**config.mk**
```make
export PLATFORM = sky130hd
export DESIGN_NAME = btpc_cfg_regs
export DESIGN_NICKNAME = d
export VERILOG_FILES = /design/src/sv/baro_temp_pressure_compensate_defines.svh /design/src/sv/btpc_pkg.sv /design/src/sv/btpc_cfg_regs.sv
export SDC_FILE = /design/constraint.sdc
export NUM_CORES = 1
export LEC_CHECK = 0
export BUFFER_PORTS_ARGS = -buffer_cell sky130_fd_sc_hd__clkbuf_2
export CAP_MARGIN = 20
export CELL_PAD_IN_SITES_DETAIL_PLACEMENT = 1
export CELL_PAD_IN_SITES_GLOBAL_PLACEMENT = 1
export CORE_MARGIN = 10
export CORE_UTILIZATION = 40
export DETAILED_ROUTE_END_ITERATION = 10
export GPL_ROUTABILITY_DRIVEN = 0
export PLACE_DENSITY_LB_ADDON = 0.1
export SLEW_MARGIN = 20
export SYNTH_ARGS = -nofsm -noshare
export SYNTH_HDL_FRONTEND = slang
export SYNTH_SLANG_ARGS = --single-unit
```
**constraint.sdc**
```tcl
create_clock -name clk_i -period 0.98 [get_ports clk_i]
set_input_delay 0.196 -clock clk_i [delete_from_list [all_inputs] [get_ports clk_i]]
set_output_delay 0.196 -clock clk_i [all_outputs]
set_load 0.01 [all_outputs]
```
**src/sv/baro_temp_pressure_compensate_defines.svh**
```systemverilog
// Assertion macros for the barometric compensation block.
// Taken in by the RTL files that carry concurrent checks; no other dependency.
`ifndef BARO_TEMP_PRESSURE_COMPENSATE_DEFINES_SVH
`define BARO_TEMP_PRESSURE_COMPENSATE_DEFINES_SVH

`ifndef SYNTHESIS

// Plain property, sampled on the rising edge, off during reset
`define BTPC_ASSERT(lbl, clk, rst_n, prop) \
  lbl: assert property (@(posedge clk) disable iff (!rst_n) prop) \
    else $error("btpc: assertion failed");

// Antecedent now, consequent in the next cycle
`define BTPC_ASSERT_NEXT(lbl, clk, rst_n, ante, cons) \
  lbl: assert property (@(posedge clk) disable iff (!rst_n) (ante) |=> (cons)) \
    else $error("btpc: next-cycle assertion failed");

`else

`define BTPC_ASSERT(lbl, clk, rst_n, prop)
`define BTPC_ASSERT_NEXT(lbl, clk, rst_n, ante, cons)

`endif

`endif

```
**src/sv/btpc_pkg.sv**
```systemverilog
// Shared types and constants for the barometric compensation block.
// No dependencies; used by the interfaces, the register file and the top level.
package btpc_pkg;

  // Field widths
  localparam int RAW_W     = 24;
  localparam int COEFF_W   = 16;
  localparam int OUT_W     = 32;
  localparam int CFG_IDX_W = 3;

  // Internal datapath widths, sized to the value ranges
  localparam int DT_W   = RAW_W + 1;
  localparam int MTS_W  = DT_W + COEFF_W + 1;
  localparam int MDD_W  = 2 * DT_W;
  localparam int T2_W   = 18;
  localparam int TEMP_W = 20;
  localparam int OFF_W  = 41;
  localparam int SENS_W = 40;
  localparam int SQ_W   = 2 * TEMP_W;
  localparam int CORR_W = 48;
  localparam int SLO_W  = 20;
  localparam int SHI_W  = SENS_W - SLO_W;
  localparam int PLO_W  = RAW_W + SLO_W;
  localparam int PHI_W  = RAW_W + 1 + SHI_W;
  localparam int PROD_W = 64;
  localparam int Q_W    = 44;
  localparam int SAT_W  = 48;

  // Shift amounts of the compensation formulae
  localparam int TREF_SH      = 8;
  localparam int TS_SH        = 23;
  localparam int TCO_SH       = 7;
  localparam int TCS_SH       = 8;
  localparam int OFF_BASE_SH  = 16;
  localparam int SENS_BASE_SH = 15;
  localparam int T2_SH        = 31;
  localparam int DIV16_SH     = 4;
  localparam int P1_SH        = 21;
  localparam int P2_SH        = 15;

  // Temperature thresholds in 0.01 degC
  localparam logic signed [TEMP_W-1:0] TEMP_BASE   = TEMP_W'(2000);
  localparam logic signed [TEMP_W-1:0] COLD_LIMIT  = -TEMP_W'(1500);
  localparam logic signed [TEMP_W-1:0] COLD_OFFSET = TEMP_W'(1500);

  // Second-order correction factors
  localparam logic signed [CORR_W-1:0] OFF2_LO_K  = CORR_W'(61);
  localparam logic signed [CORR_W-1:0] SENS2_LO_K = CORR_W'(29);
  localparam logic signed [CORR_W-1:0] OFF2_HI_K  = CORR_W'(17);
  localparam logic signed [CORR_W-1:0] SENS2_HI_K = CORR_W'(9);

  // Saturation limits at the output width
  localparam logic signed [SAT_W-1:0] SAT_MAX = SAT_W'(2**(OUT_W-1) - 1);
  localparam logic signed [SAT_W-1:0] SAT_MIN = -SAT_MAX - SAT_W'(1);

  // Register indexes
  typedef enum logic [CFG_IDX_W-1:0] {
    REG_SENS     = 3'd0,
    REG_OFF      = 3'd1,
    REG_TCS      = 3'd2,
    REG_TCO      = 3'd3,
    REG_TREF     = 3'd4,
    REG_TEMPSENS = 3'd5
  } cfg_idx_e;

  // Calibration words as seen by the datapath
  typedef struct packed {
    logic [COEFF_W-1:0] sens_coeff;
    logic [COEFF_W-1:0] off_coeff;
    logic [COEFF_W-1:0] tcs_coeff;
    logic [COEFF_W-1:0] tco_coeff;
    logic [COEFF_W-1:0] tref_coeff;
    logic [COEFF_W-1:0] tempsens_coeff;
  } cfg_t;

  localparam cfg_t CFG_RESET = '{
    sens_coeff:     COEFF_W'(40127),
    off_coeff:      COEFF_W'(36924),
    tcs_coeff:      COEFF_W'(23317),
    tco_coeff:      COEFF_W'(23282),
    tref_coeff:     COEFF_W'(33464),
    tempsens_coeff: COEFF_W'(28312)
  };

endpackage

```
**src/sv/btpc_cfg_regs.sv**
```systemverilog
// Calibration register file: six 16-bit words behind a plain write port.
// Depends on btpc_pkg for the index codes, the word struct and reset values.
module btpc_cfg_regs (
  input  logic                               clk_i,
  input  logic                               rst_ni,
  input  logic                               cfg_we_i,
  input  logic [btpc_pkg::CFG_IDX_W-1:0]     cfg_idx_i,
  input  logic [btpc_pkg::COEFF_W-1:0]       cfg_wdata_i,
  output btpc_pkg::cfg_t                     cfg_o
);

  btpc_pkg::cfg_t cfg_q;

  // Decode and store; unknown indexes are dropped
  always_ff @(posedge clk_i or negedge rst_ni) begin
    if (!rst_ni) begin
      cfg_q <= btpc_pkg::CFG_RESET;
    end else if (cfg_we_i) begin
      unique case (cfg_idx_i)
        btpc_pkg::REG_SENS:     cfg_q.sens_coeff     <= cfg_wdata_i;
        btpc_pkg::REG_OFF:      cfg_q.off_coeff      <= cfg_wdata_i;
        btpc_pkg::REG_TCS:      cfg_q.tcs_coeff      <= cfg_wdata_i;
        btpc_pkg::REG_TCO:      cfg_q.tco_coeff      <= cfg_wdata_i;
        btpc_pkg::REG_TREF:     cfg_q.tref_coeff     <= cfg_wdata_i;
        btpc_pkg::REG_TEMPSENS: cfg_q.tempsens_coeff <= cfg_wdata_i;
        default: ;
      endcase
    end
  end

  assign cfg_o = cfg_q;

endmodule

```
# ---- Yosys cells after proc, flatten, opt, wreduce, memory -nomap -nowiden
# Index checks and enable logic that the tools add are counted.
dict set report classes {
  add_sub_neg 0
  n_mul 0
  div_mod_pow 0
  magnitude_cmp 0
  n_eq_ne 5
  shift 0
  muxes 0
  n_bitwise 0
  reduce_logical 7
}
# operator n
set ops {}
lappend ops {{2-bit AND reduction} 6}
lappend ops {{3-bit by 2-bit == test with 1-bit output, second input constant} 2}
lappend ops {{3-bit == test, second input constant} 2}
lappend ops {{3-bit by 1-bit == test with 1-bit output, second input constant} 1}
lappend ops {{3-bit logical NOT} 1}
dict set report word_totals {
  regBits 96
  latch_bits 0
  ramBits 0
  romBits 0
  in_bits 22
  output_inout_bits 96
  wordCells 18
  n_memories 0
}

# ---- Logic depth before layout (Yosys ltp)
# Gate-level depths: netlist of the first run.
dict set report depth {
  word_depth 2
  depth_mapped 5
  mapped_depth_nobuf 2
}

# ---- Worst setup path after synthesis of the first run
# Ideal clock, no wire load.
dict set report synth_timing {
  path_type {input-to-reg}
  start {input port cfg_idx_i[0] in the netlist's numbering}
  end {register cfg_q (netlist bit cfg_o[89])}
  setup_ns 0.125
  arrival_ns 1.259
  t_required_ns 0.855
  path_slack_ns -0.404
  stages 4
  n_path_buf 2
  cell_sequence {buf_6 nor4b_4 buf_6 mux2_2}
}
dict set report synth_via {
  elab_chain_cells 2
}
# item line
set synth_rtl {}
lappend synth_rtl {{start: declaration} btpc_cfg_regs.sv:7} ;# input logic [btpc_pkg::CFG_IDX_W-1:0] cfg_idx_i,
lappend synth_rtl {{3-bit logical NOT} btpc_cfg_regs.sv:19} ;# unique case (cfg_idx_i)
lappend synth_rtl {{2-bit AND reduction (no source line)} --}
lappend synth_rtl {{end signal: assignment} btpc_cfg_regs.sv:17} ;# cfg_q <= btpc_pkg::CFG_RESET;
lappend synth_rtl {{end: declaration} btpc_cfg_regs.sv:12} ;# btpc_pkg::cfg_t cfg_q;
# Every way passes these cells.
# A chain may end at the register's enable or synchronous reset.

# ---- Final worst setup path of the first run
dict set report layout_timing {
  start {register cfg_q (netlist bit cfg_o[50])}
  end {output port cfg_o[50] in the netlist's numbering}
}
# item line
set layout_rtl {}
lappend layout_rtl {{end: declaration} btpc_cfg_regs.sv:9} ;# output btpc_pkg::cfg_t cfg_o
# No word-level cell between the ends.

==> results of run 1 <==
area by class of cell:
| cell class | instances | area (sq um) | area share |
|---|---|---|---|
| flip-flops and latches | 96 | 2460 | 0.430 |
| repair buffers | 169 | 1590 | 0.277 |
| multi-input cells | 102 | 1360 | 0.238 |
| well taps | 111 | 139 | 0.0242 |
| clock buffers | 9 | 124 | 0.0216 |
| clock inverters | 7 | 53.8 | 0.00939 |
Yosys cell counts:
cell      instances  area share
buf_6             7       0.021
mux2_2           95        0.29
and4bb_1          1      0.0033
nor4b_4           1      0.0064
dfrtp_1          48        0.32
dfstp_2          48        0.34
nand4b_2          2      0.0080
buf_8             1      0.0040
buf_2             2      0.0027
mux2_1            1      0.0030
and4bb_2          2      0.0067
metal layers:
layer | track usage | share of wire
met4 | 0.0593 | 0.016
met3 | 0.0503 | 0.067
met5 | 0 | 0
met2 | 0.222 | 0.47
met1 | 0.198 | 0.44
power groups by stage:
stage          Clock (uW)  Sequential [uW]  Combinational, uW
6_report             2460             5820               4100
5_1_grt              2710             5940               4360
4_1_cts              2530             5680               3440
3_5_place_dp            0             5740               2960
3_3_place_gp            0             5740               2880
2_1_floorplan           0             6090               1120
metrics by stage:
| step | utilization | cell area, sq um | std cells |
|---|---|---|---|
| 2_1_floorplan | - | 3950 | 208 |
| 3_3_place_gp | 0.527 | 4820 | 443 |
| 3_5_place_dp | 0.527 | 4820 | 443 |
| 4_1_cts | 0.578 | 5290 | 483 |
| 5_1_grt | 0.626 | 5730 | 494 |
| 6_report | 0.626 | 5730 | 494 |
logic make-up (layout without fill, tap and decap cells):
kind of cell / after synthesis / in the layout / synth area share
multiplexers: 96 / 96 / 0.289
flip-flops: 96 / 96 / 0.659
buffers and inverters: 10 / 185 / 0.0278
AND/OR/NAND/NOR: 6 / 6 / 0.0244
worst paths after layout:
path | startpoint | end | depth (start not counted)
hold reg to reg | cfg_o[15] | cfg_o[15] | 1
setup reg to reg | cfg_o[24] | cfg_o[24] | 3
setup / recovery | cfg_o[50] | cfg_o[50] | 1
max in group asynchronous | rst_ni | cfg_o[31] | 3
min in group asynchronous | rst_ni | cfg_o[6] | 2
hold / removal | cfg_wdata_i[2] | cfg_o[82] | 2
what timing repair did:
action	CTS	global route
hold endpoints to repair	51	0
resized for setup	12	123
hold buffers	1	0
setup buffers	23	10
gates cloned	0	1
pin swaps	1	1
setup endpoints to repair	98	103
==> out/metrics.cfg, run 1 <==
[routing]
drc_errors = 0
wl_per_cell_microns = 21.9
vias_per_cell = 4.91
routed-via-count = 2424
postRouteAntennaNets = 0
dr.first_iter.drc_count = 54
drt_pass1_iterations = 4
wirelength_mm = 10.8

[worst_setup_path]
cp_cell_sequence = buf_8
cp.arrival_ns = 1.04
max_stage_delay_ns = 0.57
crit_slowest_cell = dfstp_2
cp-start-kind = flop
worst-path-max-fanout = 2
cp-end-kind = output pin
reg2reg_slack_ns = -0.04
worst-setup-path-type = reg2out
crit_required_ns = 0.78
critPathBufInv = 1
critPathTopFamily = flip-flops

[yosys]
synth_nets = 230
ys_warn_count = 0
postSynthAreaPerCell_sq_um = 18.0
ys_ff_latch = 96
synth_cell_types = 11
synth_seq_area_share = 0.659
syn-cell-area_sq_um = 3740
synth_cells = 208

[timing]
fin_crit_ns = 1.23
finalSetupViolations = 102
holdWs_ns = 0.143
setup_slack_ns = -0.252
worst_pin_slew_ns = 0.238
finalHoldViolations = 0
drv_slew = 0
slew_headroom = 0.842
rsz0062_at_grt = true
fin_tns_setup_ns = -16.59
period_share = 1.26
fmax_mhz = 811
skew_ns = 0

[floorplan]
core_sq_um = 9150
die_w_microns = 117
die-height_microns = 117
rows = 35
dieArea_sq_um = 13600
start_util = 0.408
ioPinCount = 118

[global_routing]
first_global_vias = 2661
antenna_found_initial = 0
grt.overflow.total = 0
grt_pass1_wl_mm = 15.4
grt_usage = 0.150
grt_max_degree = 36

[clock_network]
insertion_delay_ns = 0.36
clock-sinks = 96
cts_tree = done
numCtsBuffers = 9
h-tree-depth = 3
clock-root-buffer = clkbuf_8
clkTransAtPathRegs_ns = 0.10
cts_buffer_depth = 2

[placement]
portBuffers = 117
dp_slack_ns = -0.411
place_hpwl_mm = 7.31

[pwr]
p_sw_uw = 3610
power.density_nw_per_um2 = 2160
p_seq_frac = 0.470
switching_share = 0.292
internal-power_uw = 8770
vdd_drop_max_uv = 876
leakagePower_uw = 0.00269
total_power_uw = 12400
clkPwrFrac = 0.199
share_comb_of_total_power = 0.331

[final_layout]
nets = 400
final_cell_mix = 53 x clkbuf_2, 52 x buf_6, 51 x mux2_4, 48 x dfrtp_1, 48 x dfstp_2
area_delta_synth_final_pct = 53.3
n_antenna_cell = 0
drive_gt1_frac = 0.867
layout_commonest_cell = clkbuf_2
largest_reg_flops = 96
fillCellCount = 840

[outcome]
violations = setup timing
run_status = finished with violations

[run]
drv_cap = 0

[worst_hold_path]
min_path_type = in2reg

Note: power is estimated with default switching activity, not from simulation.
==> inputs of run 2 (changes only) <==
==> constraint.sdc (replaced) <==
create_clock -name clk_i -period 0.98 [get_ports clk_i]
set_input_delay 0.147 -clock clk_i [delete_from_list [all_inputs] [get_ports clk_i]]
set_output_delay 0.147 -clock clk_i [all_outputs]
set_load 0.05 [all_outputs]
==> out/metrics.cfg, run 2 (same netlist as run 1, synthesis figures left out) <==
[outcome]
run_status = finished with violations
violations = setup timing

[routing]
dr.first_iter.drc_count = 142  ; +160%
wirelength_mm = 15.3  ; +42%
drc_errors = 0  ; unchanged
vias_per_cell = 5.18  ; +5.6%
drt_pass1_iterations = 4  ; unchanged
postRouteAntennaNets = 0  ; unchanged
routed-via-count = 2689  ; +11%
wl_per_cell_microns = 29.5  ; +35%

[floorplan]
dieArea_sq_um = 13600  ; unchanged
rows = 35  ; unchanged
ioPinCount = 118  ; unchanged
start_util = 0.408  ; unchanged
core_sq_um = 9150  ; unchanged
die-height_microns = 117  ; unchanged
die_w_microns = 117  ; unchanged

[timing]
skew_ns = 0  ; unchanged
slew_headroom = 0.770  ; -0.0717
finalHoldViolations = 0  ; unchanged
drv_slew = 0  ; unchanged
setup_slack_ns = -0.312  ; -0.0595 ns
worst_pin_slew_ns = 0.344  ; +0.106 ns
fin_crit_ns = 1.29  ; +0.0595 ns
rsz0062_at_grt = true
period_share = 1.32  ; +0.0607
finalSetupViolations = 114  ; +12%
fmax_mhz = 774  ; -4.6%

[clock_network]
cts_tree = done
clkTransAtPathRegs_ns = 0.11  ; about the same
h-tree-depth = 3  ; unchanged
insertion_delay_ns = 0.37  ; about the same
numCtsBuffers = 9  ; unchanged
clock-sinks = 96  ; unchanged
clock-root-buffer = clkbuf_8
cts_buffer_depth = 2  ; unchanged

[pwr]
leakagePower_uw = 0.00320  ; +19%
share_comb_of_total_power = 0.500  ; +0.169
p_sw_uw = 7170  ; +99%
p_seq_frac = 0.336  ; -0.134
vdd_drop_max_uv = 1650  ; +88%
switching_share = 0.388  ; +0.0960
clkPwrFrac = 0.164  ; -0.035
power.density_nw_per_um2 = 2660  ; +23%
internal-power_uw = 11300  ; +29%

[placement]
placed_area_sq_um = 4820  ; unchanged
place_hpwl_mm = 7.49  ; +2.4%
numPlacedInstances = 445  ; +0.45%
portBuffers = 117  ; unchanged

[worst_setup_path]
cp.arrival_ns = 1.14  ; +0.10 ns
crit_slowest_cell = dfstp_2
worstSetupStartpoint = cfg_o[90]
regToRegStartpoint = cfg_o[88]
worst-path-max-fanout = 2  ; unchanged
critPathBufInv = 1  ; unchanged
max_stage_delay_ns = 0.60  ; +0.03 ns
worst-setup-path-type = reg2out
cp-end-kind = output pin
crit_required_ns = 0.83  ; +0.05 ns
cp_cell_sequence = clkbuf_16
cp-start-kind = flop
critPathTopFamily = flip-flops

[final_layout]
final_area_sq_um = 6950  ; +21%
nets = 425  ; +6.3%
final_cell_mix = 61 x buf_4, 50 x mux2_4, 48 x dfstp_2, 48 x clkbuf_16, 48 x buf_8
layout_commonest_cell = buf_4
largest_reg_flops = 96  ; unchanged
n_antenna_cell = 0  ; unchanged
multi_input_area_sq_um = 1360  ; -0.28%
final_cells = 519  ; +5.1%
final-seq-area_sq_um = 2470  ; +0.41%
drive_gt1_frac = 0.892  ; +0.0253
fillCellCount = 691  ; -18%
area_delta_synth_final_pct = 85.8

[global_routing]
first_global_vias = 3022  ; +14%
grt_pass1_wl_mm = 19.9  ; +29%
grt_max_degree = 37  ; +2.8%
antenna_found_initial = 0  ; unchanged
grt.overflow.total = 0  ; unchanged
grt_usage = 0.201  ; +0.0508

[worst_hold_path]
hold_start = cfg_wdata_i[11]
min_path_type = in2reg

[run]
drv_cap = 0  ; unchanged

==> run 2: repair_timing <==
item	4_1_cts	5_1_grt
gates resized for setup	240	55
buffers inserted	24	35
setup endpoints to repair	96	105
pin swaps	0	0
hold endpoints to repair	55	0
hold buffers	1	0
==> run 2: final cells by class <==
class | count | share of cell area
flip-flops and latches | 96 | 0.356
clock inverters | 6 | 0.0131
well taps | 111 | 0.0200
clock buffers | 10 | 0.0184
multi-input cells | 102 | 0.196
repair buffers | 194 | 0.397
==> run 2: power groups by stage <==
stage                     registers, uW  clock network, uW  logic, uW
final                              6230               3030       9250
after floorplan                    8870                  0       1120
after global routing               6330               3240       9510
after global placement             5730                  0       5630
after CTS                          5960               2940       8340
after detailed placement           5750                  0       5710
==> run 2: through the flow <==
step / worst slack, ns / hold WS [ns] / setup TNS, ns / total power, uW / utilization
after CTS: -0.291 / 0.0911 / -19.21 / 17200 / 0.723
after global placement: -0.317 / 0.0140 / -23.06 / 11400 / 0.527
after global routing: -0.337 / 0.106 / -24.40 / 19100 / 0.759
final: -0.312 / 0.114 / -20.62 / 18500 / 0.759
after floorplan: -0.346 / -0.149 / -12.52 / 9990 / -
after detailed placement: -0.358 / 0.0180 / -25.02 / 11500 / 0.527
==> run 2: worst paths after layout <==
kind                              to  slack [ns]  depth (start not counted)
max                        cfg_o[90]       -0.31                          1
min                        cfg_o[27]        0.11                          2
max reg2reg                cfg_o[88]       -0.11                          3
min reg2reg                cfg_o[15]        0.56                          1
max in group asynchronous   cfg_o[3]        0.29                          3
min in group asynchronous  cfg_o[27]        0.16                          2
==> run 2: layer usage <==
layer,up-vias,track usage,part of all wire
met5,-,0,0
met3,18,0.0606,0.056
li1,1130,-,-
met2,107,0.352,0.53
met1,1434,0.234,0.39
met4,0,0.0502,0.018
